File: src/hdl/kdt_pkg.sv
// Shared constants, codes and types for the keepalive deadline table.
package kdt_pkg;

  // Table geometry
  localparam int unsigned TABLE_DEPTH = 16;
  localparam int unsigned JOB_COUNT   = 64;
  localparam int unsigned JOB_W       = 6;
  localparam int unsigned IDX_W       = $clog2(TABLE_DEPTH);
  localparam int unsigned CNT_W       = $clog2(TABLE_DEPTH + 1);

  // Arithmetic constants
  localparam logic [9:0]  MS_PER_S       = 10'd1000;
  localparam logic [30:0] INTERVAL_MAX   = 31'h7FFF_FFFF;
  localparam logic [30:0] FALLBACK_RESET = 31'd10000;
  localparam int unsigned PROD_W         = 42;

  // Input word selector
  typedef enum logic [1:0] {
    ACT_ADD    = 2'd0,
    ACT_REMOVE = 2'd1,
    ACT_WAKE   = 2'd2,
    ACT_RSVD   = 2'd3
  } action_e;

  // Output word kind
  typedef enum logic {
    KIND_NOTICE  = 1'b0,
    KIND_SUMMARY = 1'b1
  } kind_e;

  typedef enum logic [1:0] {
    STAT_OK      = 2'd0,
    STAT_FULL    = 2'd1,
    STAT_NOTHING = 2'd2
  } status_e;

  typedef enum logic [1:0] {
    TMR_LEAVE   = 2'd0,
    TMR_DISABLE = 2'd1,
    TMR_ENABLE  = 2'd2
  } timer_cmd_e;

  // Sequencer states, one-hot
  typedef enum logic [8:0] {
    ST_IDLE    = 9'b0_0000_0001,
    ST_ADD     = 9'b0_0000_0010,
    ST_RM_SCAN = 9'b0_0000_0100,
    ST_MIN     = 9'b0_0000_1000,
    ST_GAP     = 9'b0_0001_0000,
    ST_MUL     = 9'b0_0010_0000,
    ST_SAT     = 9'b0_0100_0000,
    ST_EXPIRE  = 9'b0_1000_0000,
    ST_SUMMARY = 9'b1_0000_0000
  } state_e;

endpackage

File: src/hdl/keepalive_deadline_table_unit.sv
// Keepalive deadline table: ordered watchdog entries with wakeup timer control.
//
// Usage: each input word carries an action on s_axis_tuser (add, remove, wake)
// and the job, throttle, wall time and running mask on s_axis_tdata. The block
// answers with zero or more expiry notices (m_axis_tuser = 0), each for one
// expired entry in table order, then one closing summary (m_axis_tuser = 1,
// m_axis_tlast = 1) with the status, timer command and new timer interval.
// One input word is in work at a time; s_axis_tready is low until the summary
// is loaded into the output register. A notice is loaded in the expiry scan
// cycle of its entry. The single table read port is walked one entry per
// cycle by the minimum search, the match scan and the expiry scan, the last
// stalling on an expired entry while the receiver holds off; the gap subtract,
// the seconds-to-ms multiply and the saturation are each a registered state.
// The register cfg_wdata_i sets the fallback interval and is to be written by
// the user only while the block is idle; the block itself does not enforce it.
// Reset empties the table, clears the remembered interval and sets the
// fallback to 10000 ms. A stalled receiver holds the output register and
// the sequencer waits before each notice and before the summary.
module keepalive_deadline_table_unit
  import kdt_pkg::*;
(
  input  logic         clk_i,
  input  logic         rst_ni,
  // Configuration: fallback_interval_ms
  input  logic         cfg_we_i,
  input  logic [30:0]  cfg_wdata_i,
  // Input words
  input  logic         s_axis_tvalid_i,
  output logic         s_axis_tready_o,
  // tuser: action[1:0]
  input  logic [1:0]   s_axis_tuser_i,
  // tdata: job_id[5:0], keep_always[6], throttle_seconds[22:7],
  //        now_seconds[54:23], running_mask[118:55], zero fill[119]
  input  logic [119:0] s_axis_tdata_i,
  // Output words
  output logic         m_axis_tvalid_o,
  input  logic         m_axis_tready_i,
  // tuser: kind[0]
  output logic         m_axis_tuser_o,
  // tdata: expired_job[5:0], restart[6], status[8:7], timer_command[10:9],
  //        interval_ms[41:11], zero fill[47:42]
  output logic [47:0]  m_axis_tdata_o,
  output logic         m_axis_tlast_o
);

  // Sequencer and item registers
  state_e            state_q, state_d;
  logic [1:0]        act_q;
  logic [JOB_W-1:0]  job_q;
  logic              keep_q;
  logic [15:0]       thr_q;
  logic [31:0]       now_q;
  logic [63:0]       run_q;

  // Table storage
  logic [JOB_W-1:0]  tab_job_q [TABLE_DEPTH];
  logic [31:0]       tab_dl_q  [TABLE_DEPTH];
  logic [CNT_W-1:0]  count_q, count_d;
  logic [CNT_W-1:0]  idx_q, idx_d;

  // Timer datapath
  logic [30:0]       fallback_q;
  logic [30:0]       cur_int_q, cur_int_d;
  logic [31:0]       lo_q, lo_d;
  logic [31:0]       gap_q, gap_d;
  logic              gap_pos_q, gap_pos_d;
  logic [PROD_W-1:0] prod_q, prod_d;
  logic [1:0]        status_q, status_d;
  logic [1:0]        cmd_q, cmd_d;
  logic [30:0]       ms_q, ms_d;

  // Output register
  logic              m_valid_q;
  logic              m_kind_q;
  logic [JOB_W-1:0]  m_job_q;
  logic              m_rst_q;
  logic [1:0]        m_status_q;
  logic [1:0]        m_cmd_q;
  logic [30:0]       m_ms_q;
  logic              m_last_q;

  // Control strobes
  logic              in_take;
  logic              out_free;
  logic              do_insert;
  logic              do_delete;
  logic [CNT_W-1:0]  del_idx;
  logic              emit_notice;
  logic              emit_summary;
  logic              idx_end;
  logic [JOB_W-1:0]  rd_job;
  logic [31:0]       rd_dl;
  logic [32:0]       dl_sum;
  logic [31:0]       dl_sat;
  logic [32:0]       gap_full;
  logic [30:0]       sat_val;
  logic              job_ok;

  assign s_axis_tready_o = (state_q == ST_IDLE);
  assign in_take         = s_axis_tvalid_i & s_axis_tready_o;
  assign out_free        = ~m_valid_q | m_axis_tready_i;
  assign idx_end         = (idx_q == count_q);

  // Single table read port at the scan index
  assign rd_job = tab_job_q[idx_q[IDX_W-1:0]];
  assign rd_dl  = tab_dl_q[idx_q[IDX_W-1:0]];

  // Saturating deadline for an add
  assign dl_sum = {1'b0, now_q} + {17'b0, thr_q};
  assign dl_sat = dl_sum[32] ? 32'hFFFF_FFFF : dl_sum[31:0];

  assign gap_full = {1'b0, lo_q} - {1'b0, now_q};
  assign job_ok   = ({1'b0, job_q} < 7'(JOB_COUNT));

  // Pick the interval from the registered product or the fallback
  always_comb begin
    if (gap_pos_q) begin
      sat_val = (prod_q > PROD_W'(INTERVAL_MAX)) ? INTERVAL_MAX : prod_q[30:0];
    end else begin
      sat_val = (fallback_q == '0) ? 31'd1 : fallback_q;
    end
  end

  // Sequencer
  always_comb begin
    state_d      = state_q;
    count_d      = count_q;
    idx_d        = idx_q;
    cur_int_d    = cur_int_q;
    lo_d         = lo_q;
    gap_d        = gap_q;
    gap_pos_d    = gap_pos_q;
    prod_d       = prod_q;
    status_d     = status_q;
    cmd_d        = cmd_q;
    ms_d         = ms_q;
    do_insert    = 1'b0;
    do_delete    = 1'b0;
    del_idx      = idx_q;
    emit_notice  = 1'b0;
    emit_summary = 1'b0;

    unique case (state_q)
      ST_IDLE: begin
        if (in_take) begin
          status_d = STAT_NOTHING;
          cmd_d    = TMR_LEAVE;
          ms_d     = '0;
          idx_d    = '0;
          unique case (action_e'(s_axis_tuser_i))
            ACT_ADD:    state_d = ST_ADD;
            ACT_REMOVE: state_d = ST_RM_SCAN;
            ACT_WAKE:   state_d = ST_MIN;
            default:    state_d = ST_SUMMARY;
          endcase
        end
      end

      ST_ADD: begin
        if (!(job_ok && keep_q)) begin
          state_d = ST_SUMMARY;
        end else if (count_q >= CNT_W'(TABLE_DEPTH)) begin
          status_d = STAT_FULL;
          state_d  = ST_SUMMARY;
        end else begin
          do_insert = 1'b1;
          count_d   = count_q + 1'b1;
          idx_d     = '0;
          state_d   = ST_MIN;
        end
      end

      ST_RM_SCAN: begin
        if (!job_ok || idx_end) begin
          state_d = ST_SUMMARY;
        end else if (rd_job == job_q) begin
          do_delete = 1'b1;
          count_d   = count_q - 1'b1;
          idx_d     = '0;
          state_d   = ST_MIN;
        end else begin
          idx_d = idx_q + 1'b1;
        end
      end

      // Walk the table for the earliest deadline
      ST_MIN: begin
        status_d = STAT_OK;
        if (idx_end) begin
          if (count_q == '0) begin
            cmd_d     = TMR_DISABLE;
            cur_int_d = '0;
            idx_d     = '0;
            state_d   = (act_q == ACT_WAKE) ? ST_EXPIRE : ST_SUMMARY;
          end else begin
            state_d = ST_GAP;
          end
        end else begin
          if (idx_q == '0 || rd_dl < lo_q) begin
            lo_d = rd_dl;
          end
          idx_d = idx_q + 1'b1;
        end
      end

      ST_GAP: begin
        gap_d     = gap_full[31:0];
        gap_pos_d = ~gap_full[32] & (gap_full != '0);
        state_d   = ST_MUL;
      end

      ST_MUL: begin
        prod_d  = gap_q * MS_PER_S;
        state_d = ST_SAT;
      end

      // Reprogram the timer only on a changed interval
      ST_SAT: begin
        if (sat_val == cur_int_q) begin
          cmd_d = TMR_LEAVE;
        end else begin
          cmd_d     = TMR_ENABLE;
          ms_d      = sat_val;
          cur_int_d = sat_val;
        end
        idx_d   = '0;
        state_d = (act_q == ACT_WAKE) ? ST_EXPIRE : ST_SUMMARY;
      end

      // Emit and drop expired entries, keep the rest in order
      ST_EXPIRE: begin
        if (idx_end) begin
          state_d = ST_SUMMARY;
        end else if (now_q >= rd_dl) begin
          if (out_free) begin
            emit_notice = 1'b1;
            do_delete   = 1'b1;
            count_d     = count_q - 1'b1;
          end
        end else begin
          idx_d = idx_q + 1'b1;
        end
      end

      ST_SUMMARY: begin
        if (out_free) begin
          emit_summary = 1'b1;
          state_d      = ST_IDLE;
        end
      end

      default: state_d = ST_IDLE;
    endcase
  end

  // Control registers
  always_ff @(posedge clk_i or negedge rst_ni) begin
    if (!rst_ni) begin
      state_q    <= ST_IDLE;
      count_q    <= '0;
      cur_int_q  <= '0;
      fallback_q <= FALLBACK_RESET;
      m_valid_q  <= 1'b0;
    end else begin
      state_q   <= state_d;
      count_q   <= count_d;
      cur_int_q <= cur_int_d;
      if (cfg_we_i) begin
        fallback_q <= cfg_wdata_i;
      end
      if (emit_notice || emit_summary) begin
        m_valid_q <= 1'b1;
      end else if (m_axis_tready_i) begin
        m_valid_q <= 1'b0;
      end
    end
  end

  // Datapath registers
  always_ff @(posedge clk_i) begin
    idx_q     <= idx_d;
    lo_q      <= lo_d;
    gap_q     <= gap_d;
    gap_pos_q <= gap_pos_d;
    prod_q    <= prod_d;
    status_q  <= status_d;
    cmd_q     <= cmd_d;
    ms_q      <= ms_d;
    if (in_take) begin
      act_q  <= s_axis_tuser_i;
      job_q  <= s_axis_tdata_i[5:0];
      keep_q <= s_axis_tdata_i[6];
      thr_q  <= s_axis_tdata_i[22:7];
      now_q  <= s_axis_tdata_i[54:23];
      run_q  <= s_axis_tdata_i[118:55];
    end
  end

  // Table update: insert at head or close the gap at the delete index
  always_ff @(posedge clk_i) begin
    if (do_insert) begin
      for (int k = TABLE_DEPTH - 1; k > 0; k--) begin
        tab_job_q[k] <= tab_job_q[k-1];
        tab_dl_q[k]  <= tab_dl_q[k-1];
      end
      tab_job_q[0] <= job_q;
      tab_dl_q[0]  <= dl_sat;
    end else if (do_delete) begin
      for (int k = 0; k < TABLE_DEPTH - 1; k++) begin
        if (k >= int'(del_idx)) begin
          tab_job_q[k] <= tab_job_q[k+1];
          tab_dl_q[k]  <= tab_dl_q[k+1];
        end
      end
    end
  end

  // Load the output register
  always_ff @(posedge clk_i) begin
    if (emit_notice) begin
      m_kind_q   <= KIND_NOTICE;
      m_job_q    <= rd_job;
      m_rst_q    <= ~run_q[rd_job];
      m_status_q <= STAT_OK;
      m_cmd_q    <= TMR_LEAVE;
      m_ms_q     <= '0;
      m_last_q   <= 1'b0;
    end else if (emit_summary) begin
      m_kind_q   <= KIND_SUMMARY;
      m_job_q    <= '0;
      m_rst_q    <= 1'b0;
      m_status_q <= status_q;
      m_cmd_q    <= cmd_q;
      m_ms_q     <= ms_q;
      m_last_q   <= 1'b1;
    end
  end

  assign m_axis_tvalid_o = m_valid_q;
  assign m_axis_tuser_o  = m_kind_q;
  assign m_axis_tlast_o  = m_last_q;
  assign m_axis_tdata_o  = {6'b0, m_ms_q, m_cmd_q, m_status_q, m_rst_q, m_job_q};

`ifndef NO_ASSERTIONS
  // Table never holds more entries than its depth
  a_count_bound: assert property (@(posedge clk_i) disable iff (!rst_ni)
    count_q <= CNT_W'(TABLE_DEPTH))
    else $error("entry count above table depth");

  // A disable command is only chosen for an empty table
  a_disable_empty: assert property (@(posedge clk_i) disable iff (!rst_ni)
    (state_q == ST_SUMMARY && cmd_q == TMR_DISABLE) |-> count_q == '0)
    else $error("timer disabled with entries left");

  // An insert grows the table by exactly one entry
  a_insert_count: assert property (@(posedge clk_i) disable iff (!rst_ni)
    do_insert |=> count_q == $past(count_q) + 1'b1)
    else $error("insert did not grow the table");

  // The last flag marks exactly the summary words
  a_last_kind: assert property (@(posedge clk_i) disable iff (!rst_ni)
    m_valid_q |-> (m_last_q == (m_kind_q == KIND_SUMMARY)))
    else $error("last flag and kind disagree");
`endif

endmodule
File: config.mk
export PLATFORM = sky130hd
export DESIGN_NAME = keepalive_deadline_table_unit
export DESIGN_NICKNAME = d
export VERILOG_FILES = /design/src/hdl/kdt_pkg.sv /design/src/hdl/keepalive_deadline_table_unit.sv
export SDC_FILE = /design/constraint.sdc
export NUM_CORES = 2
export LEC_CHECK = 0
export BUFFER_PORTS_ARGS = -buffer_cell sky130_fd_sc_hd__buf_2
export CAP_MARGIN = 20
export CELL_PAD_IN_SITES_DETAIL_PLACEMENT = 1
export CELL_PAD_IN_SITES_GLOBAL_PLACEMENT = 1
export CORE_UTILIZATION = 46
export CTS_CLUSTER_SIZE = 25
export DETAILED_ROUTE_END_ITERATION = 8
export PLACE_DENSITY = 0.7
export SYNTH_ARGS = -nofsm -noshare
export SYNTH_HDL_FRONTEND = slang
export SYNTH_SLANG_ARGS = --single-unit
File: constraint.sdc
create_clock -name clk_i -period 14.5 [get_ports clk_i]
set_clock_uncertainty 0.15 [all_clocks]
set_input_delay 1.45 -clock clk_i [delete_from_list [all_inputs] [get_ports clk_i]]
set_output_delay 1.45 -clock clk_i [all_outputs]
set_load 0.05 [all_outputs]
==> results.ini <==
[global_routing]
gr-total-overflow=0
antenna_found_initial=14
grt_max_degree=100
grt_use_total=0.248
grt_pass1_vias=35200
grt_pass1_wl_um=225000

[clocking]
clk_latency_ns=0.72
cts_tree=done
clk_pin_slew_ns=0.06
clockBufferDepth=3
post_cts_resized=0
cts_sinks=997
cts_buffers=109
holdBufCountCts=0
cts_root_buf=clkbuf_16
cts_setup_buffers=0
htree_levels=3

[timing]
rsz0062_at_grt=false
tightestPinTransition_ns=1.05
fin_crit_sh=0.507
setup_violations=0
slew_violations=0
fin_crit_ns=7.35
finalHoldViolations=0
clock.fmax_mhz=136
relSlewSlack=0.280
tns_ns=0

[setup_path]
r2r-end=tab_dl_q[1][15]
cp-endpoint=tab_dl_q[1][15]
path_buf_inv=4
worst-endpoint-arrival_ns=7.66
ff2ff_path_depth=17
r2r_slack_ns=7.15
crit_required_ns=14.81
critPathTopFamily=buffers and inverters
critPathKind=register to register
slowest_delay_ns=0.73
worstSetupStartpointType=register
endpoint_kind=register
path_cells=buf_4 > buf_4 > mux4_2 > mux4_2 > inv_1 > ha_1 > nand4_1 > nor2_1 > and3_1 > nand4_1 > a21oi_1 > a21oi_1 > or2_2 > a21o_1 > nor3_2 > buf_4 > mux2_2
crit_path_max_fanout=36
crit_cells=17
worst_path_max_delay_cell=nor3_2
cp_common_cell=buf_4

[place]
place.gp.congestion=0.817
dp_hpwl_um=96500
dp.cells=5406
io_buffers=202

[yosys]
synth_top_area_frac=0.483
async_reset_ff_frac=0.0772
ys_ff_latch=997
yosysMostFrequentCell=edfxtp_1
seq_area_frac_synth=0.533
yosys.area.top_type=edfxtp_1
synth_top_flop_cell=edfxtp_1
synth_area_leaders=edfxtp_1 (48%), mux2_2 (10%), mux4_2 (7.8%), ha_1 (4.6%), fa_1 (4.4%)
synth.distinct_cells=81
synth_area_sq_um=54700
syn_inst=3791
yosys_warnings=0
synth_edf_count=880
synth_common_cells=edfxtp_1 (880), mux2_2 (496), inv_1 (297)
syn_area_per_cell_sq_um=14.4

[pwr]
p_sw_mw=3.52
p_comb_frac=0.344
clockPowerShare=0.280
p_leak_nw=23.2
vdd_drop_max_v=0.000152
swShare=0.351
p_int_mw=6.49
p_per_area_nw_per_um2=164
p_seq_frac=0.377

[drt]
vias=33500
drc_errors=0
vias_per_cell=5.98
post_drt_wl_per_cell_um=26.5
dr.pass1.iters=7
drt-initial-drc-count=2487
antenna_left=0
wl_um=149000

[layout]
syn_to_final_growth_pct=11.5
final_net_count=4464
layout-drive-gt1-share=0.291
stdcell_count=5608
utilization=0.517

[die]
die_area_sq_um=120000
die_h_um=347
core_area_sq_um=118000
rows=126
io_pins=210
start_util=0.464
dieWidth_um=347

[run]
cap_violations=0

[min_path]
hold_path.class=register to register

[status]
outcome=completed

## power groups by stage
stage               logic, mW  registers [mW]  clock network [mW]
floorplan                2.36            3.86                   0
global placement         3.37            3.82                   0
detailed placement       3.44            3.83                   0
CTS                      3.46            3.78                2.85
finish                   3.44            3.77                2.80
global route             3.77            3.80                2.95
## cell type report
class / instances / area (sq um)
diodes: 4 / 10.0
clock buffers: 144 / 2970
clock inverters: 52 / 563
fillers: 11500 / 57000
inverters: 297 / 1120
multi-input cells: 2326 / 23700
flip-flops and latches: 997 / 29200
well taps: 1536 / 1920
repair buffers: 252 / 1430
## logic make-up (layout without fill, tap and decap cells)
logic type / count (synthesis) / count (layout) / share of synthesized area
compound gates: 451 / 451 / 0.0533
xor+xnor: 113 / 113 / 0.0182
fa+ha+maj: 323 / 323 / 0.0906
buf+inv: 473 / 745 / 0.0366
flops: 997 / 997 / 0.533
mux: 868 / 868 / 0.217
other cells: 1 / 10 / 0.0000686
simple gates: 565 / 565 / 0.0508
## worst reg2reg max path, cell delays in order, from the launching register on
cell and delay, ns:
dfxtp_4 0.56, buf_4 0.61, buf_4 0.68, mux4_2 0.42, mux4_2 0.58, inv_1 0.09, ha_1 0.14, nand4_1 0.13
nor2_1 0.17, and3_1 0.21, nand4_1 0.14, a21oi_1 0.15, a21oi_1 0.28, or2_2 0.46, a21o_1 0.47, nor3_2 0.73
buf_4 0.67, mux2_2 0.47
## worst min-delay path by stage
stage	slack (ns)	cells past startpoint	endpoint	from
3_3_place_gp	0.30	2	m_axis_tlast_o	m_axis_tlast_o
4_1_cts	0.32	2	m_axis_tlast_o	m_axis_tlast_o
5_1_grt	0.34	0	tab_dl_q[15][7]	tab_dl_q[14][7]
3_5_place_dp	0.31	0	tab_dl_q[15][4]	tab_dl_q[14][4]
6_report	0.32	2	m_axis_tlast_o	m_axis_tlast_o
2_1_floorplan	0.29	0	tab_dl_q[15][0]	tab_dl_q[14][0]
## metal layers
metal / global-route usage / routed length [um] / vias to the layer above / part of all wire
met5: 0 / 39 / - / 0.00026
met1: 0.329 / 62600 / 17600 / 0.42
li1: - / - / 14700 / -
met2: 0.423 / 74100 / 909 / 0.50
met4: 0.0713 / 4130 / 6 / 0.028
met3: 0.0350 / 7860 / 245 / 0.053
## flip-flops by register name, summed over array words and instances (netlist names), 5 cells and up, named ones only
name and cells:
count_q 5, cur_int_q 31, del_idx 5, fallback_q 31, gap_q 32, job_q 6
lo_q 32, m_job_q 6, m_ms_q 31, ms_q 31, now_q 32, prod_q 39
run_q 64, state_q 9, tab_dl_q 512, tab_job_q 96, thr_q 16
## per-stage QoR
stage / power [mW] / hold slack (ns) / setup slack, ns / area [sq um]
global placement: 7.19 / 0.301 / 7.14 / 57300
detailed placement: 7.27 / 0.308 / 7.15 / 57300
global route: 10.5 / 0.336 / 6.94 / 60900
CTS: 10.1 / 0.322 / 7.16 / 60900
floorplan: 6.22 / 0.288 / 5.01 / 54700
finish: 10.0 / 0.322 / 7.15 / 60900
## cells in the final DEF, fill, tap and decap left out, drive strengths merged, types with 71 or more instances in the layout
cell,n
mux4,190
edfxtp,880
ha,202
dfrtp,71
inv,299
clkbuf,144
mux2i,103
nor2,188
o21ai,81
nand2,111
a21oi,124
mux2,575
fa,121
buf,252
No activity file was read; power rests on OpenSTA's default activity.
